--- config.mk ---
export PLATFORM = sky130hd
export DESIGN_NAME = binary_min_heap_priority_queue_top
export DESIGN_NICKNAME = d
export VERILOG_FILES = /design/src/bhpq_pkg.sv /design/src/bhpq_ram.sv /design/src/bhpq_ctrl.sv /design/src/binary_min_heap_priority_queue_top.sv
export SDC_FILE = /design/constraint.sdc
export NUM_CORES = 1
export LEC_CHECK = 0
export BUFFER_PORTS_ARGS = -buffer_cell sky130_fd_sc_hd__buf_2
export CAP_MARGIN = 25
export CORE_MARGIN = 8
export CORE_UTILIZATION = 35
export DETAILED_ROUTE_END_ITERATION = 6
export SETUP_SLACK_MARGIN = 0.15
export SLEW_MARGIN = 20
export SYNTH_ARGS = -nofsm -noshare
export SYNTH_HDL_FRONTEND = slang
export SYNTH_SLANG_ARGS = --single-unit
export TNS_END_PERCENT = 100
--- constraint.sdc ---
create_clock -name i_clk -period 18.05 [get_ports i_clk]
set_clock_uncertainty 0.1 [all_clocks]
set_input_delay 0.9025 -clock i_clk [delete_from_list [all_inputs] [get_ports i_clk]]
set_output_delay 0.9025 -clock i_clk [all_outputs]
set_load 0.05 [all_outputs]
--- src/bhpq_pkg.sv ---
// bhpq_pkg: shared constants, types and codes of the min-heap priority queue
// no dependencies; imported by bhpq_ctrl, the top level and the checker (bhpq_ram does not use it)
package bhpq_pkg;

    localparam int DEPTH       = 32;
    localparam int ADDR_W      = $clog2(DEPTH);
    localparam int CNT_W       = $clog2(DEPTH + 1);
    localparam int IDX_W       = ADDR_W + 2;
    localparam int PRIO_W      = 8;
    localparam int TASK_W      = 8;
    localparam int ENTRY_W     = PRIO_W + TASK_W;
    localparam int COUNT_OUT_W = 6;

    localparam logic OP_INSERT  = 1'b0;
    localparam logic OP_EXTRACT = 1'b1;

    typedef enum logic [1:0] {
        ST_INSERTED  = 2'd0,
        ST_FULL      = 2'd1,
        ST_EXTRACTED = 2'd2,
        ST_EMPTY     = 2'd3
    } t_status;

    typedef enum logic [2:0] {
        S_IDLE,
        S_UP_CMP,
        S_UP_PUT,
        S_DN_LOAD,
        S_DN_CMP
    } t_state;

    typedef struct packed {
        logic [PRIO_W-1:0] prio;
        logic [TASK_W-1:0] task_id;
    } t_entry;

    // one write port shared by both copies, one read port on each copy
    typedef struct packed {
        logic              we;
        logic [ADDR_W-1:0] waddr;
        t_entry            wdata;
        logic [ADDR_W-1:0] raddr_a;
        logic [ADDR_W-1:0] raddr_b;
    } t_mem_req;

endpackage

--- src/bhpq_ram.sv ---
// bhpq_ram: generic simple dual-port ram, one write and one registered read port
// no dependencies
module bhpq_ram #(
    parameter int WIDTH = 16,
    parameter int DEPTH = 32
) (
    input  logic                     i_clk,
    input  logic                     i_we,
    input  logic [$clog2(DEPTH)-1:0] i_waddr,
    input  logic [WIDTH-1:0]         i_wdata,
    input  logic [$clog2(DEPTH)-1:0] i_raddr,
    output logic [WIDTH-1:0]         o_rdata
);

    logic [WIDTH-1:0] r_mem [DEPTH];
    logic [WIDTH-1:0] r_rdata;

    always_ff @(posedge i_clk) begin
        if (i_we) begin
            r_mem[i_waddr] <= i_wdata;
        end
        r_rdata <= r_mem[i_raddr];
    end

    assign o_rdata = r_rdata;

endmodule

--- src/bhpq_ctrl.sv ---
// bhpq_ctrl: sift sequencer of the heap, entry count and result word register
// depends on bhpq_pkg; drives the two mirrored heap rams
module bhpq_ctrl (
    input  logic                         i_clk,
    input  logic                         i_rst_n,
    input  logic                         i_start,
    input  logic                         i_op,
    input  logic [bhpq_pkg::PRIO_W-1:0]  i_priority_req,
    input  logic [bhpq_pkg::TASK_W-1:0]  i_task_id,
    output logic                         o_busy,
    output bhpq_pkg::t_mem_req           o_mem,
    input  bhpq_pkg::t_entry             i_rd_a,
    input  bhpq_pkg::t_entry             i_rd_b,
    output logic                         o_done,
    output bhpq_pkg::t_status            o_status,
    output logic [bhpq_pkg::TASK_W-1:0]  o_task_id,
    output logic [bhpq_pkg::PRIO_W-1:0]  o_priority,
    output logic [bhpq_pkg::CNT_W-1:0]   o_count
);
    import bhpq_pkg::*;

    t_state            r_state, n_state;
    logic [CNT_W-1:0]  r_count, n_count;
    logic [ADDR_W-1:0] r_pos, n_pos;
    t_entry            r_new, n_new;
    logic              r_done, n_done;
    t_status           r_status, n_status;
    logic [TASK_W-1:0] r_otask, n_otask;
    logic [PRIO_W-1:0] r_oprio, n_oprio;
    logic [CNT_W-1:0]  r_ocount;

    logic              accept;
    logic [ADDR_W-1:0] parent_pos;
    logic [IDX_W-1:0]  left_idx, right_idx, child_idx;
    logic [IDX_W-1:0]  gc_left, gc_right;
    logic              left_ok, right_ok, use_right;
    t_entry            child;

    assign accept = i_start && (r_state == S_IDLE);

    // child selection for sift-down, left wins ties
    assign parent_pos = (r_pos - ADDR_W'(1)) >> 1;
    assign left_idx   = (IDX_W'(r_pos) << 1) + IDX_W'(1);
    assign right_idx  = left_idx + IDX_W'(1);
    assign left_ok    = left_idx < IDX_W'(r_count);
    assign right_ok   = right_idx < IDX_W'(r_count);
    assign use_right  = right_ok && (i_rd_b.prio < i_rd_a.prio);
    assign child      = use_right ? i_rd_b : i_rd_a;
    assign child_idx  = use_right ? right_idx : left_idx;
    assign gc_left    = (IDX_W'(ADDR_W'(child_idx)) << 1) + IDX_W'(1);
    assign gc_right   = gc_left + IDX_W'(1);

    always_ff @(posedge i_clk) begin
        if (!i_rst_n) begin
            r_state <= S_IDLE;
            r_count <= '0;
            r_done  <= 1'b0;
        end else begin
            r_state <= n_state;
            r_count <= n_count;
            r_done  <= n_done;
        end
        r_pos    <= n_pos;
        r_new    <= n_new;
        r_status <= n_status;
        r_otask  <= n_otask;
        r_oprio  <= n_oprio;
        r_ocount <= n_count;
    end

    always_comb begin
        n_state       = r_state;
        n_count       = r_count;
        n_pos         = r_pos;
        n_new         = r_new;
        n_done        = 1'b0;
        n_status      = r_status;
        n_otask       = r_otask;
        n_oprio       = r_oprio;
        o_mem.we      = 1'b0;
        o_mem.waddr   = r_pos;
        o_mem.wdata   = r_new;
        o_mem.raddr_a = parent_pos;
        o_mem.raddr_b = '0;

        case (r_state)
            S_IDLE: begin
                if (accept) begin
                    n_otask = '0;
                    n_oprio = '0;
                    if (i_op == OP_INSERT) begin
                        if (r_count == CNT_W'(DEPTH)) begin
                            n_done   = 1'b1;
                            n_status = ST_FULL;
                        end else begin
                            n_count     = r_count + CNT_W'(1);
                            n_pos       = ADDR_W'(r_count);
                            n_new.prio  = i_priority_req;
                            n_new.task_id = i_task_id;
                            if (r_count == '0) begin
                                o_mem.we    = 1'b1;
                                o_mem.waddr = '0;
                                o_mem.wdata = n_new;
                                n_done      = 1'b1;
                                n_status    = ST_INSERTED;
                            end else begin
                                o_mem.raddr_a = (ADDR_W'(r_count) - ADDR_W'(1)) >> 1;
                                n_state       = S_UP_CMP;
                            end
                        end
                    end else begin
                        if (r_count == '0) begin
                            n_done   = 1'b1;
                            n_status = ST_EMPTY;
                        end else begin
                            n_count       = r_count - CNT_W'(1);
                            o_mem.raddr_a = '0;
                            o_mem.raddr_b = ADDR_W'(r_count - CNT_W'(1));
                            n_state       = S_DN_LOAD;
                        end
                    end
                end
            end

            S_UP_CMP: begin
                // parent word is on port a; move it down while the new one is smaller
                if (r_new.prio < i_rd_a.prio) begin
                    o_mem.we      = 1'b1;
                    o_mem.wdata   = i_rd_a;
                    n_pos         = parent_pos;
                    o_mem.raddr_a = (parent_pos - ADDR_W'(1)) >> 1;
                    if (parent_pos == '0) begin
                        n_state = S_UP_PUT;
                    end
                end else begin
                    o_mem.we = 1'b1;
                    n_done   = 1'b1;
                    n_status = ST_INSERTED;
                    n_state  = S_IDLE;
                end
            end

            S_UP_PUT: begin
                o_mem.we = 1'b1;
                n_done   = 1'b1;
                n_status = ST_INSERTED;
                n_state  = S_IDLE;
            end

            S_DN_LOAD: begin
                // root on port a, last entry on port b; last becomes the moving word
                n_otask = i_rd_a.task_id;
                n_oprio = i_rd_a.prio;
                n_new   = i_rd_b;
                n_pos   = '0;
                if (r_count == '0) begin
                    n_done   = 1'b1;
                    n_status = ST_EXTRACTED;
                    n_state  = S_IDLE;
                end else begin
                    o_mem.raddr_a = ADDR_W'(1);
                    o_mem.raddr_b = ADDR_W'(2);
                    n_state       = S_DN_CMP;
                end
            end

            S_DN_CMP: begin
                if (left_ok && !(child.prio > r_new.prio)) begin
                    o_mem.we      = 1'b1;
                    o_mem.wdata   = child;
                    n_pos         = ADDR_W'(child_idx);
                    o_mem.raddr_a = ADDR_W'(gc_left);
                    o_mem.raddr_b = ADDR_W'(gc_right);
                end else begin
                    o_mem.we = 1'b1;
                    n_done   = 1'b1;
                    n_status = ST_EXTRACTED;
                    n_state  = S_IDLE;
                end
            end

            default: begin
                n_state = S_IDLE;
            end
        endcase
    end

    assign o_busy     = (r_state != S_IDLE);
    assign o_done     = r_done;
    assign o_status   = r_status;
    assign o_task_id  = r_otask;
    assign o_priority = r_oprio;
    assign o_count    = r_ocount;

endmodule

--- src/binary_min_heap_priority_queue_top.sv ---
// binary_min_heap_priority_queue_top: min-heap ready queue, two mirrored rams plus sequencer
// depends on bhpq_pkg, bhpq_ram, bhpq_ctrl
// sequence: full, empty and insert into an empty heap answer straight from idle; insert
// compares once per level climbed; extract loads root and last entry, stops if the heap is then empty, else sinks
// throughput: one command at a time, start is ignored while busy; one ram read/compare per heap level
// reset: synchronous active-low clears the entry count and sequencer; heap rams are not cleared
module binary_min_heap_priority_queue_top (
    input  logic                                i_clk,
    input  logic                                i_rst_n,
    input  logic                                start,
    output logic                                busy,
    input  logic                                i_op,
    input  logic [bhpq_pkg::PRIO_W-1:0]         i_priority_req,
    input  logic [bhpq_pkg::TASK_W-1:0]         i_task_id,
    output logic                                o_done,
    output logic [1:0]                          o_status,
    output logic [bhpq_pkg::TASK_W-1:0]         o_out_task_id,
    output logic [bhpq_pkg::PRIO_W-1:0]         o_out_priority,
    output logic [bhpq_pkg::COUNT_OUT_W-1:0]    o_count
);
    import bhpq_pkg::*;

    t_mem_req         mem_req;
    logic [ENTRY_W-1:0] rd_a, rd_b;
    t_status          status;
    logic [CNT_W-1:0] count;

    // both copies take every write, so each gives an independent read port
    // (sift-down reads both children of a node in the same cycle)
    bhpq_ram #(
        .WIDTH (ENTRY_W),
        .DEPTH (DEPTH)
    ) u_ram_a (
        .i_clk   (i_clk),
        .i_we    (mem_req.we),
        .i_waddr (mem_req.waddr),
        .i_wdata (mem_req.wdata),
        .i_raddr (mem_req.raddr_a),
        .o_rdata (rd_a)
    );

    bhpq_ram #(
        .WIDTH (ENTRY_W),
        .DEPTH (DEPTH)
    ) u_ram_b (
        .i_clk   (i_clk),
        .i_we    (mem_req.we),
        .i_waddr (mem_req.waddr),
        .i_wdata (mem_req.wdata),
        .i_raddr (mem_req.raddr_b),
        .o_rdata (rd_b)
    );

    // sifts keep a hole at the moving position: each step writes the node it
    // leaves and reads strictly deeper (down) or shallower (up) nodes, so a read
    // never hits the address written in the same cycle and no forwarding is needed
    bhpq_ctrl u_ctrl (
        .i_clk          (i_clk),
        .i_rst_n        (i_rst_n),
        .i_start        (start),
        .i_op           (i_op),
        .i_priority_req (i_priority_req),
        .i_task_id      (i_task_id),
        .o_busy         (busy),
        .o_mem          (mem_req),
        .i_rd_a         (t_entry'(rd_a)),
        .i_rd_b         (t_entry'(rd_b)),
        .o_done         (o_done),
        .o_status       (status),
        .o_task_id      (o_out_task_id),
        .o_priority     (o_out_priority),
        .o_count        (count)
    );

    // result word: status code and count reported in the 6-bit field
    assign o_status = status;
    assign o_count  = COUNT_OUT_W'(count);

endmodule

== Word level (Yosys, flattened, before mapping) ==
Memories as Yosys holds them, arrays and structs flattened. A register that Yosys moved wholly into a read port is not among the register bits.
Index checks and enable logic that the tools add are counted.
W data, S select, Z words.

* Eq/ne operators: 18
* $lt $le $gt $ge: 5
* $add $sub $neg: 9
* Reduce and logical (&&, ||, !) cells: 17
* Mux-type cells: 64

{| class="wikitable"
|+ Operator list
! cell !! number
|-
| $mux W16 || 4
|-
| $pmux W16 S3 || 1
|-
| $mux W5 || 9
|-
| $mux W22 || 2
|-
| $pmux W5 S4 || 2
|-
| $mux W32 || 1
|-
| $pmux W16 S2 || 1
|-
| $pmux W8 S2 || 2
|-
| $mux W6 || 5
|-
| $mux W27 || 1
|-
| $mux W3 || 9
|-
| $mux W26 || 1
|-
| $mux W21 || 1
|-
| $mux W9 || 2
|-
| $lt A8 B8 Y1 || 2
|-
| $mux W2 || 8
|-
| $pmux W5 S3 || 1
|-
| $lt A7 B6 Y1 || 2
|-
| $ne A3 B3 Y1 const B || 4
|-
| $pmux W3 S4 || 1
|-
| $add A5 B1 Y5 const B || 2
|-
| $ne A2 B2 Y1 const B || 5
|-
| $pmux W2 S5 || 1
|-
| $sub A5 B1 Y5 const B || 2
|-
| other kinds (31) || 44
|}

* Register bits after elaboration: 55
* Bits of input ports: 20
* Memory bits (writable): 1024
* Output and inout port bits: 26
* Word-level logic and storage cells: 125
* Memories kept: 2

{| class="wikitable"
|+ Memory list
! name !! depth !! bits a word !! rd ports !! clocked after Yosys merged registers in !! wr ports !! RTL line !! RTL
|-
| u_ram_a.r_mem || 32 || 16 || 1 || 1 || 1 || bhpq_ram.sv:15 || <nowiki>logic [WIDTH-1:0] r_mem [DEPTH];</nowiki>
|-
| u_ram_b.r_mem || 32 || 16 || 1 || 1 || 1 || bhpq_ram.sv:15 ||
|}

== Depth between registers and ports, before layout ==
* Depth in word-level cells: 10
* Gate-level depth with buffers: 25
* Depth with buffers taken out: 19

== Modules after synthesis ==
A second synthesis with hierarchy kept.

* Cell total of the unflattened synthesis: 2795
* Area, all modules: 45645.0 sq um

{| class="wikitable"
|+ Modules (own cells, without submodules)
! module !! cells each !! seq. area each (sq um) !! area an instance (sq um) !! times used
|-
| bhpq_ram (u_ram_b) || 1143 || 15695.1 || 20535.9 || 1
|-
| bhpq_ram (u_ram_a) || 1143 || 15695.1 || 20534.7 || 1
|-
| bhpq_ctrl || 509 || 1491.4 || 4574.4 || 1
|}

== Least setup slack after synthesis ==
OpenSTA, ideal clock, no wires.

* Kind: register to register
* From: reg u_ctrl.r_pos[0]
* To: mem u_ram_b.r_mem[0][0], data pin
* Required time: 17552 ps
* Setup time: 398 ps
* Buffers on the path: 2
* Clock period less this slack: 5817 ps
* Data arrival time: 5319 ps
* Cell stages (with the launch flop): 19
* Setup slack: 12233 ps
* Path through: edfxtp_1 inv_1 ha_1 ha_1 o21ai_0 a21oi_1 o31ai_1 and3_1 buf_6 mux2_2 ha_1 and3_1 a221oi_2 o211ai_1 or3_1 buf_2 o21ai_1 nand2_1 a31oi_1

{| class="wikitable"
|+ RTL lines
! what !! RTL line !! RTL
|-
| start, declared || bhpq_ctrl.sv:24 || <nowiki>logic [ADDR_W-1:0] r_pos, n_pos;</nowiki>
|-
| start signal, assigned || bhpq_ctrl.sv:63 || <nowiki>r_pos <= n_pos;</nowiki>
|-
| end, declared || bhpq_ram.sv:15 ||
|}

== Final worst setup path ==
* From: reg u_ctrl.r_pos[0]
* To: reg u_ram_a.r_rdata[3] (netlist: u_ram_a.o_rdata[3]) (read register of u_ram_a.r_mem)

* Word-level cells in the longest chain between the ends: 10
* Elaborated cells between the ends (all ways): 22
* Those cells by class: add/sub (5); order compare (3); mux (11); reduce/logical (3)

{| class="wikitable"
|+ RTL lines
! what !! RTL line !! RTL
|-
| $add A6 B1 Y7 || bhpq_ctrl.sv:43 || <nowiki>assign left_idx = (IDX_W'(r_pos) << 1) + IDX_W'(1);</nowiki>
|-
| $add A7 B1 Y7 || bhpq_ctrl.sv:44 || <nowiki>assign right_idx = left_idx + IDX_W'(1);</nowiki>
|-
| $lt A7 B6 Y1 || bhpq_ctrl.sv:46 || <nowiki>assign right_ok = right_idx < IDX_W'(r_count);</nowiki>
|-
| $logic_and A1 B1 Y1 || bhpq_ctrl.sv:47 || <nowiki>assign use_right = right_ok && (i_rd_b.prio < i_rd_a.prio);</nowiki>
|-
| $mux W16 || bhpq_ctrl.sv:48 || <nowiki>assign child = use_right ? i_rd_b : i_rd_a;</nowiki>
|-
| $gt A8 B8 Y1 || bhpq_ctrl.sv:168 || <nowiki>if (left_ok && !(child.prio > r_new.prio)) begin</nowiki>
|-
| $logic_not A1 Y1 || bhpq_ctrl.sv:168 ||
|-
| $logic_and A1 B1 Y1 || bhpq_ctrl.sv:168 ||
|-
| $mux W26 || bhpq_ctrl.sv:168 ||
|-
| $pmux W5 S4 * || bhpq_ctrl.sv:86 || <nowiki>case (r_state)</nowiki>
|-
| end, declared || bhpq_ram.sv:16 || <nowiki>logic [WIDTH-1:0] r_rdata;</nowiki>
|}

Every way passes the cells marked *; elsewhere a longest branch is shown, timed or not.
A chain may end at the register's enable or synchronous reset.

==> PnR_summary.wiki <==
{| class="wikitable"
! Metric !! Value
|-
| Yosys warning total || 0
|-
| Synthesis-stage register bit count || 599
|-
| Maximum number of pins on one net before global-route repair || 129
|-
| Family with the most delay on the worst path || compound AO/OA/AOI/OAI gates
|-
| Worst path slowest cell || buf_4
|-
| Height of the die || 302 um
|-
| Launch instance of the worst min-delay path || u_ram_b.o_rdata[2]$_DFF_P_
|-
| Bufs and invs on worst path || 3
|-
| Residual DRC || 0
|-
| Clock Latency Late Sink || 660 ps
|-
| Slew Limit Headroom || 0.270
|-
| Leakage Power || 10.9 nW
|-
| CTS Hold Bufs || 0
|-
| TritonCTS clock tree || built
|-
| Setup total negative slack || 0 ps
|-
| Worst EP required || 18450 ps
|-
| Post-CTS Repair Setup Buffers || 0
|-
| Clock input transition at the sequential cells of the worst setup and hold paths || 70 ps
|-
| Root buffer selected by CTS || clkbuf_16
|-
| Number of instances in the synthesized netlist || 2156
|-
| Internal || 3.83 mW
|-
| Critical path endpoint category || flop
|-
| Total power of the final layout || 6.88 mW
|-
| Nets || 2238
|-
| Type of element launching the critical path || flop
|-
| Number of instances in the placed design || 3186
|-
| Filler Cells Inserted || 7473
|-
| Global-route wire length before repair || 133000 um
|-
| Post-synthesis cell type count || 69
|-
| Remaining number of nets flagged by the antenna check after routing || 0
|-
| Weighted congestion reported at the end of routability-driven placement || 0.904
|-
| Global-route usage over all layers || 0.199
|-
| Outcome || finished clean
|-
| Register area share after synthesis || 0.611
|-
| Via density per instance || 6.01
|-
| Horiz. Die Dim || 302 um
|-
| Startpoint of the worst register-to-register path || u_ctrl.r_pos[0]$_DFFE_PP_
|-
| Synthesized net count || 2214
|-
| Most prevalent standard cell on the critical path || ha_1
|-
| Part of the power in combinational logic || 0.496
|-
| Vias || 19900
|-
| Routed WL per cell || 28.1 um
|-
| Max Freq || 0.123 GHz
|-
| Clock Tree Buf Depth || 3
|-
| Core outline area || 81600 um2
|-
| Finished Layout Cells || 3302
|-
| Part of the power in the clock network || 0.194
|-
| Total iterations of the first detailed-routing run || 7
|-
| Setup repair after global routing missed its margin || no
|-
| Slew at the pin with the worst max-slew slack || 1090 ps
|-
| Overall overflow remaining after global route || 0
|-
| Port Buffer Count || 45
|-
| Critical Path Source || u_ctrl.r_pos[0]$_DFFE_PP_
|-
| Share of flip-flops with an asynchronous set or reset || 0
|-
| Final count of hold timing violations || 0
|-
| Sw power || 3.04 mW
|-
| Critical Path, Cell by Cell || inv_1, ha_1, ha_1, o21ai_0, a21oi_1, o31ai_1, and3_1, mux2_2, ha_1, and3_1, a221oi_2, o211ai_1, or3_1, o221ai_4, buf_4, buf_4, mux2i_1, a32oi_1, a31oi_1, a221oi_2
|-
| Layout cells sized above 1 || 0.198
|-
| Worst-case vdd ir drop || 0.000175 V
|-
| Data arrival, critical path || 8510 ps
|-
| Finish-stage setup viols || 0
|-
| Initial antenna violation count || 2
|-
| First-iteration detailed-routing DRC count || 2675
|-
| Total standard cell area after synthesis || 28600 um2
|-
| Final hold slack || 441 ps
|-
| Initial standard-cell utilization of the core || 0.351
|-
| Hold crit path type || flop to flop
|-
| Quantity of gates resized following cts || 0
|-
| Synth Area per Inst || 13.3 um2
|-
| Row Count || 105
|-
| Worst stage delay on the critical path || 790 ps
|-
| EDFF count, synth || 551
|-
| Worst Path Max Fanout || 76
|-
| Max cap viols || 0
|-
| Crit Path Class || flop to flop
|-
| Power per unit of standard cell area || 211 nW/um2
|-
| Antenna fix cells || 0
|-
| Sequential share of power || 0.311
|-
| I/O pin count || 46
|-
| Floorplan die area || 91200 um2
|-
| Area Growth Syn to Fin || 13.6%
|-
| Number of sinks driven by the clock tree || 599
|-
| Depth of the CTS H-tree || 2
|-
| Period Utilization, post-route || 0.449
|-
| Final Max Tran Viols || 0
|-
| Number of clock buffers inserted by TritonCTS || 60
|-
| Minimum clock period after layout || 8110 ps
|-
| Sw Ratio || 0.442
|-
| Number of global-route vias before repair || 19300
|-
| HPWL after detailed placement || 55900 um
|-
| Most common flop cell mapped by yosys || edfxtp_1
|-
| Total Routed Length || 92800 um
|}
[sequential cells by signal, summed over array words and instances (netlist names), 5 cells and up]
signal	cells
u_ctrl.o_priority	8
u_ram_b.o_rdata	16
u_ram_b.r_mem	512
u_ctrl.o_task_id	8
u_ram_a.o_rdata	16
u_ctrl.r_count	6
u_ctrl.o_count	6
u_ctrl.r_pos	5
u_ctrl.r_new	16
[metrics by stage]
| step | setup WS [ps] | cell area (um2) | util |
|---|---|---|---|
| after floorplan | 12230 | 28600 | - |
| after global placement | 10230 | 30400 | 0.372 |
| after detailed placement | 10110 | 30400 | 0.372 |
| after CTS | 10100 | 32500 | 0.398 |
| after global routing | 9620 | 32500 | 0.399 |
| final | 9940 | 32500 | 0.399 |
[cell families (layout without fill, tap and decap cells)]
kind of cell / after synthesis / after routing / share of synthesized area
adder cells (fa/ha/maj): 38 / 38 / 0.0166
flip-flops: 599 / 599 / 0.611
AO/OA/AOI/OAI: 258 / 258 / 0.0694
AND/OR/NAND/NOR: 842 / 842 / 0.129
buffers and inverters: 167 / 243 / 0.0274
XOR/XNOR: 15 / 15 / 0.00459
multiplexers: 237 / 237 / 0.141
[area by class of cell]
class / instances / area [um2] / share of cell area
well taps: 1070 / 1340 / 0.0412
clock buffers: 79 / 1660 / 0.0511
inverters: 30 / 113 / 0.00346
flip-flops and latches: 599 / 17500 / 0.538
multi-input cells: 1390 / 10800 / 0.332
clock inverters: 35 / 449 / 0.0138
repair buffers: 99 / 654 / 0.0201
[path summary, 6_finish.rpt]
| kind | cells after the start | endpoint | slack [ps] |
|---|---|---|---|
| max reg2reg | 20 | u_ram_a.o_rdata[3]$_DFF_P_ | 9940 |
| min | 2 | u_ctrl.r_new[2]$_DFFE_PP_ | 440 |
| max | 20 | u_ram_a.o_rdata[3]$_DFF_P_ | 9940 |
| min reg2reg | 2 | u_ctrl.r_new[2]$_DFFE_PP_ | 440 |
[cells in the final DEF, fill, tap and decap left out, types with 7 or more instances in the layout]
cell type,netlist,layout
edfxtp_1,551,551
nand2_1,467,467
nand3_1,160,159
mux4_2,132,132
mux2i_1,84,84
clkbuf_16,0,60
nor2_1,93,55
buf_4,7,50
a32oi_1,49,49
dfxtp_1,48,48
buf_2,62,45
o21ai_0,44,43
ha_1,38,38
nor2_4,1,34
a21oi_1,31,31
inv_1,30,30
and2_1,26,25
and3_1,23,23
nand4_1,22,22
a31oi_1,31,22
mux2_2,21,21
a221oi_1,15,15
nor3_1,15,14
clkinv_2,0,14
xnor2_1,12,12
a221oi_2,11,11
clkbuf_1,47,10
clkbuf_8,0,9
o211ai_1,8,8
a31oi_2,0,8
bufinv_16,0,8
a21o_1,7,7
a221o_1,7,7
o2bb2ai_2,0,7
a211oi_1,7,7
[worst register-to-register path, delay by kind of cell, from the launching register on]
family          cells  cell delay (ps)
compound gates      9             2260
flops               1              540
mux                 2              730
fa+ha+maj           3             1190
simple gates        3             1380
buf+inv             3             1750
[power by group through the flow]
stage | Combinational [mW] | Sequential [mW] | Clock [mW]
floorplan | 2.22 | 2.16 | 0
global placement | 3.29 | 2.16 | 0
detailed placement | 3.33 | 2.16 | 0
CTS | 3.34 | 2.13 | 1.34
global route | 3.62 | 2.14 | 1.39
finish | 3.41 | 2.14 | 1.33
[per-layer routing]
layer	track usage	routed length (um)	vias up
met4	0.0839	3910	0
met1	0.278	37500	10100
met2	0.305	41500	1218
met3	0.0371	9870	204
li1	-	-	8346
met5	0	0	-
[synth_stat cells (6+ instances only)]
master	count	share of area
clkbuf_1	47	0.0062
buf_1	14	0.0018
o21ai_0	44	0.0077
o2bb2ai_1	8	0.0024
a211oi_1	7	0.0018
ha_1	38	0.017
a221o_1	7	0.0024
and3_1	23	0.0050
a21o_1	7	0.0018
a221oi_1	15	0.0046
a21oi_1	31	0.0054
nor3_1	15	0.0026
nand4_1	22	0.0048
edfxtp_1	551	0.58
mux4_2	132	0.10
a32oi_1	49	0.015
nand2b_1	6	0.0013
a221oi_2	11	0.0058
buf_6	7	0.0028
nor2_1	93	0.012
mux2_2	21	0.0083
a31oi_1	31	0.0068
xnor2_1	12	0.0037
inv_1	30	0.0039
nand2_1	467	0.061
buf_4	7	0.0018
dfxtp_1	48	0.034
nand3_1	160	0.028
and2_1	26	0.0057
buf_2	62	0.011
mux2i_1	84	0.029
o211ai_1	8	0.0021
No activity file was read; power rests on OpenSTA's default activity.
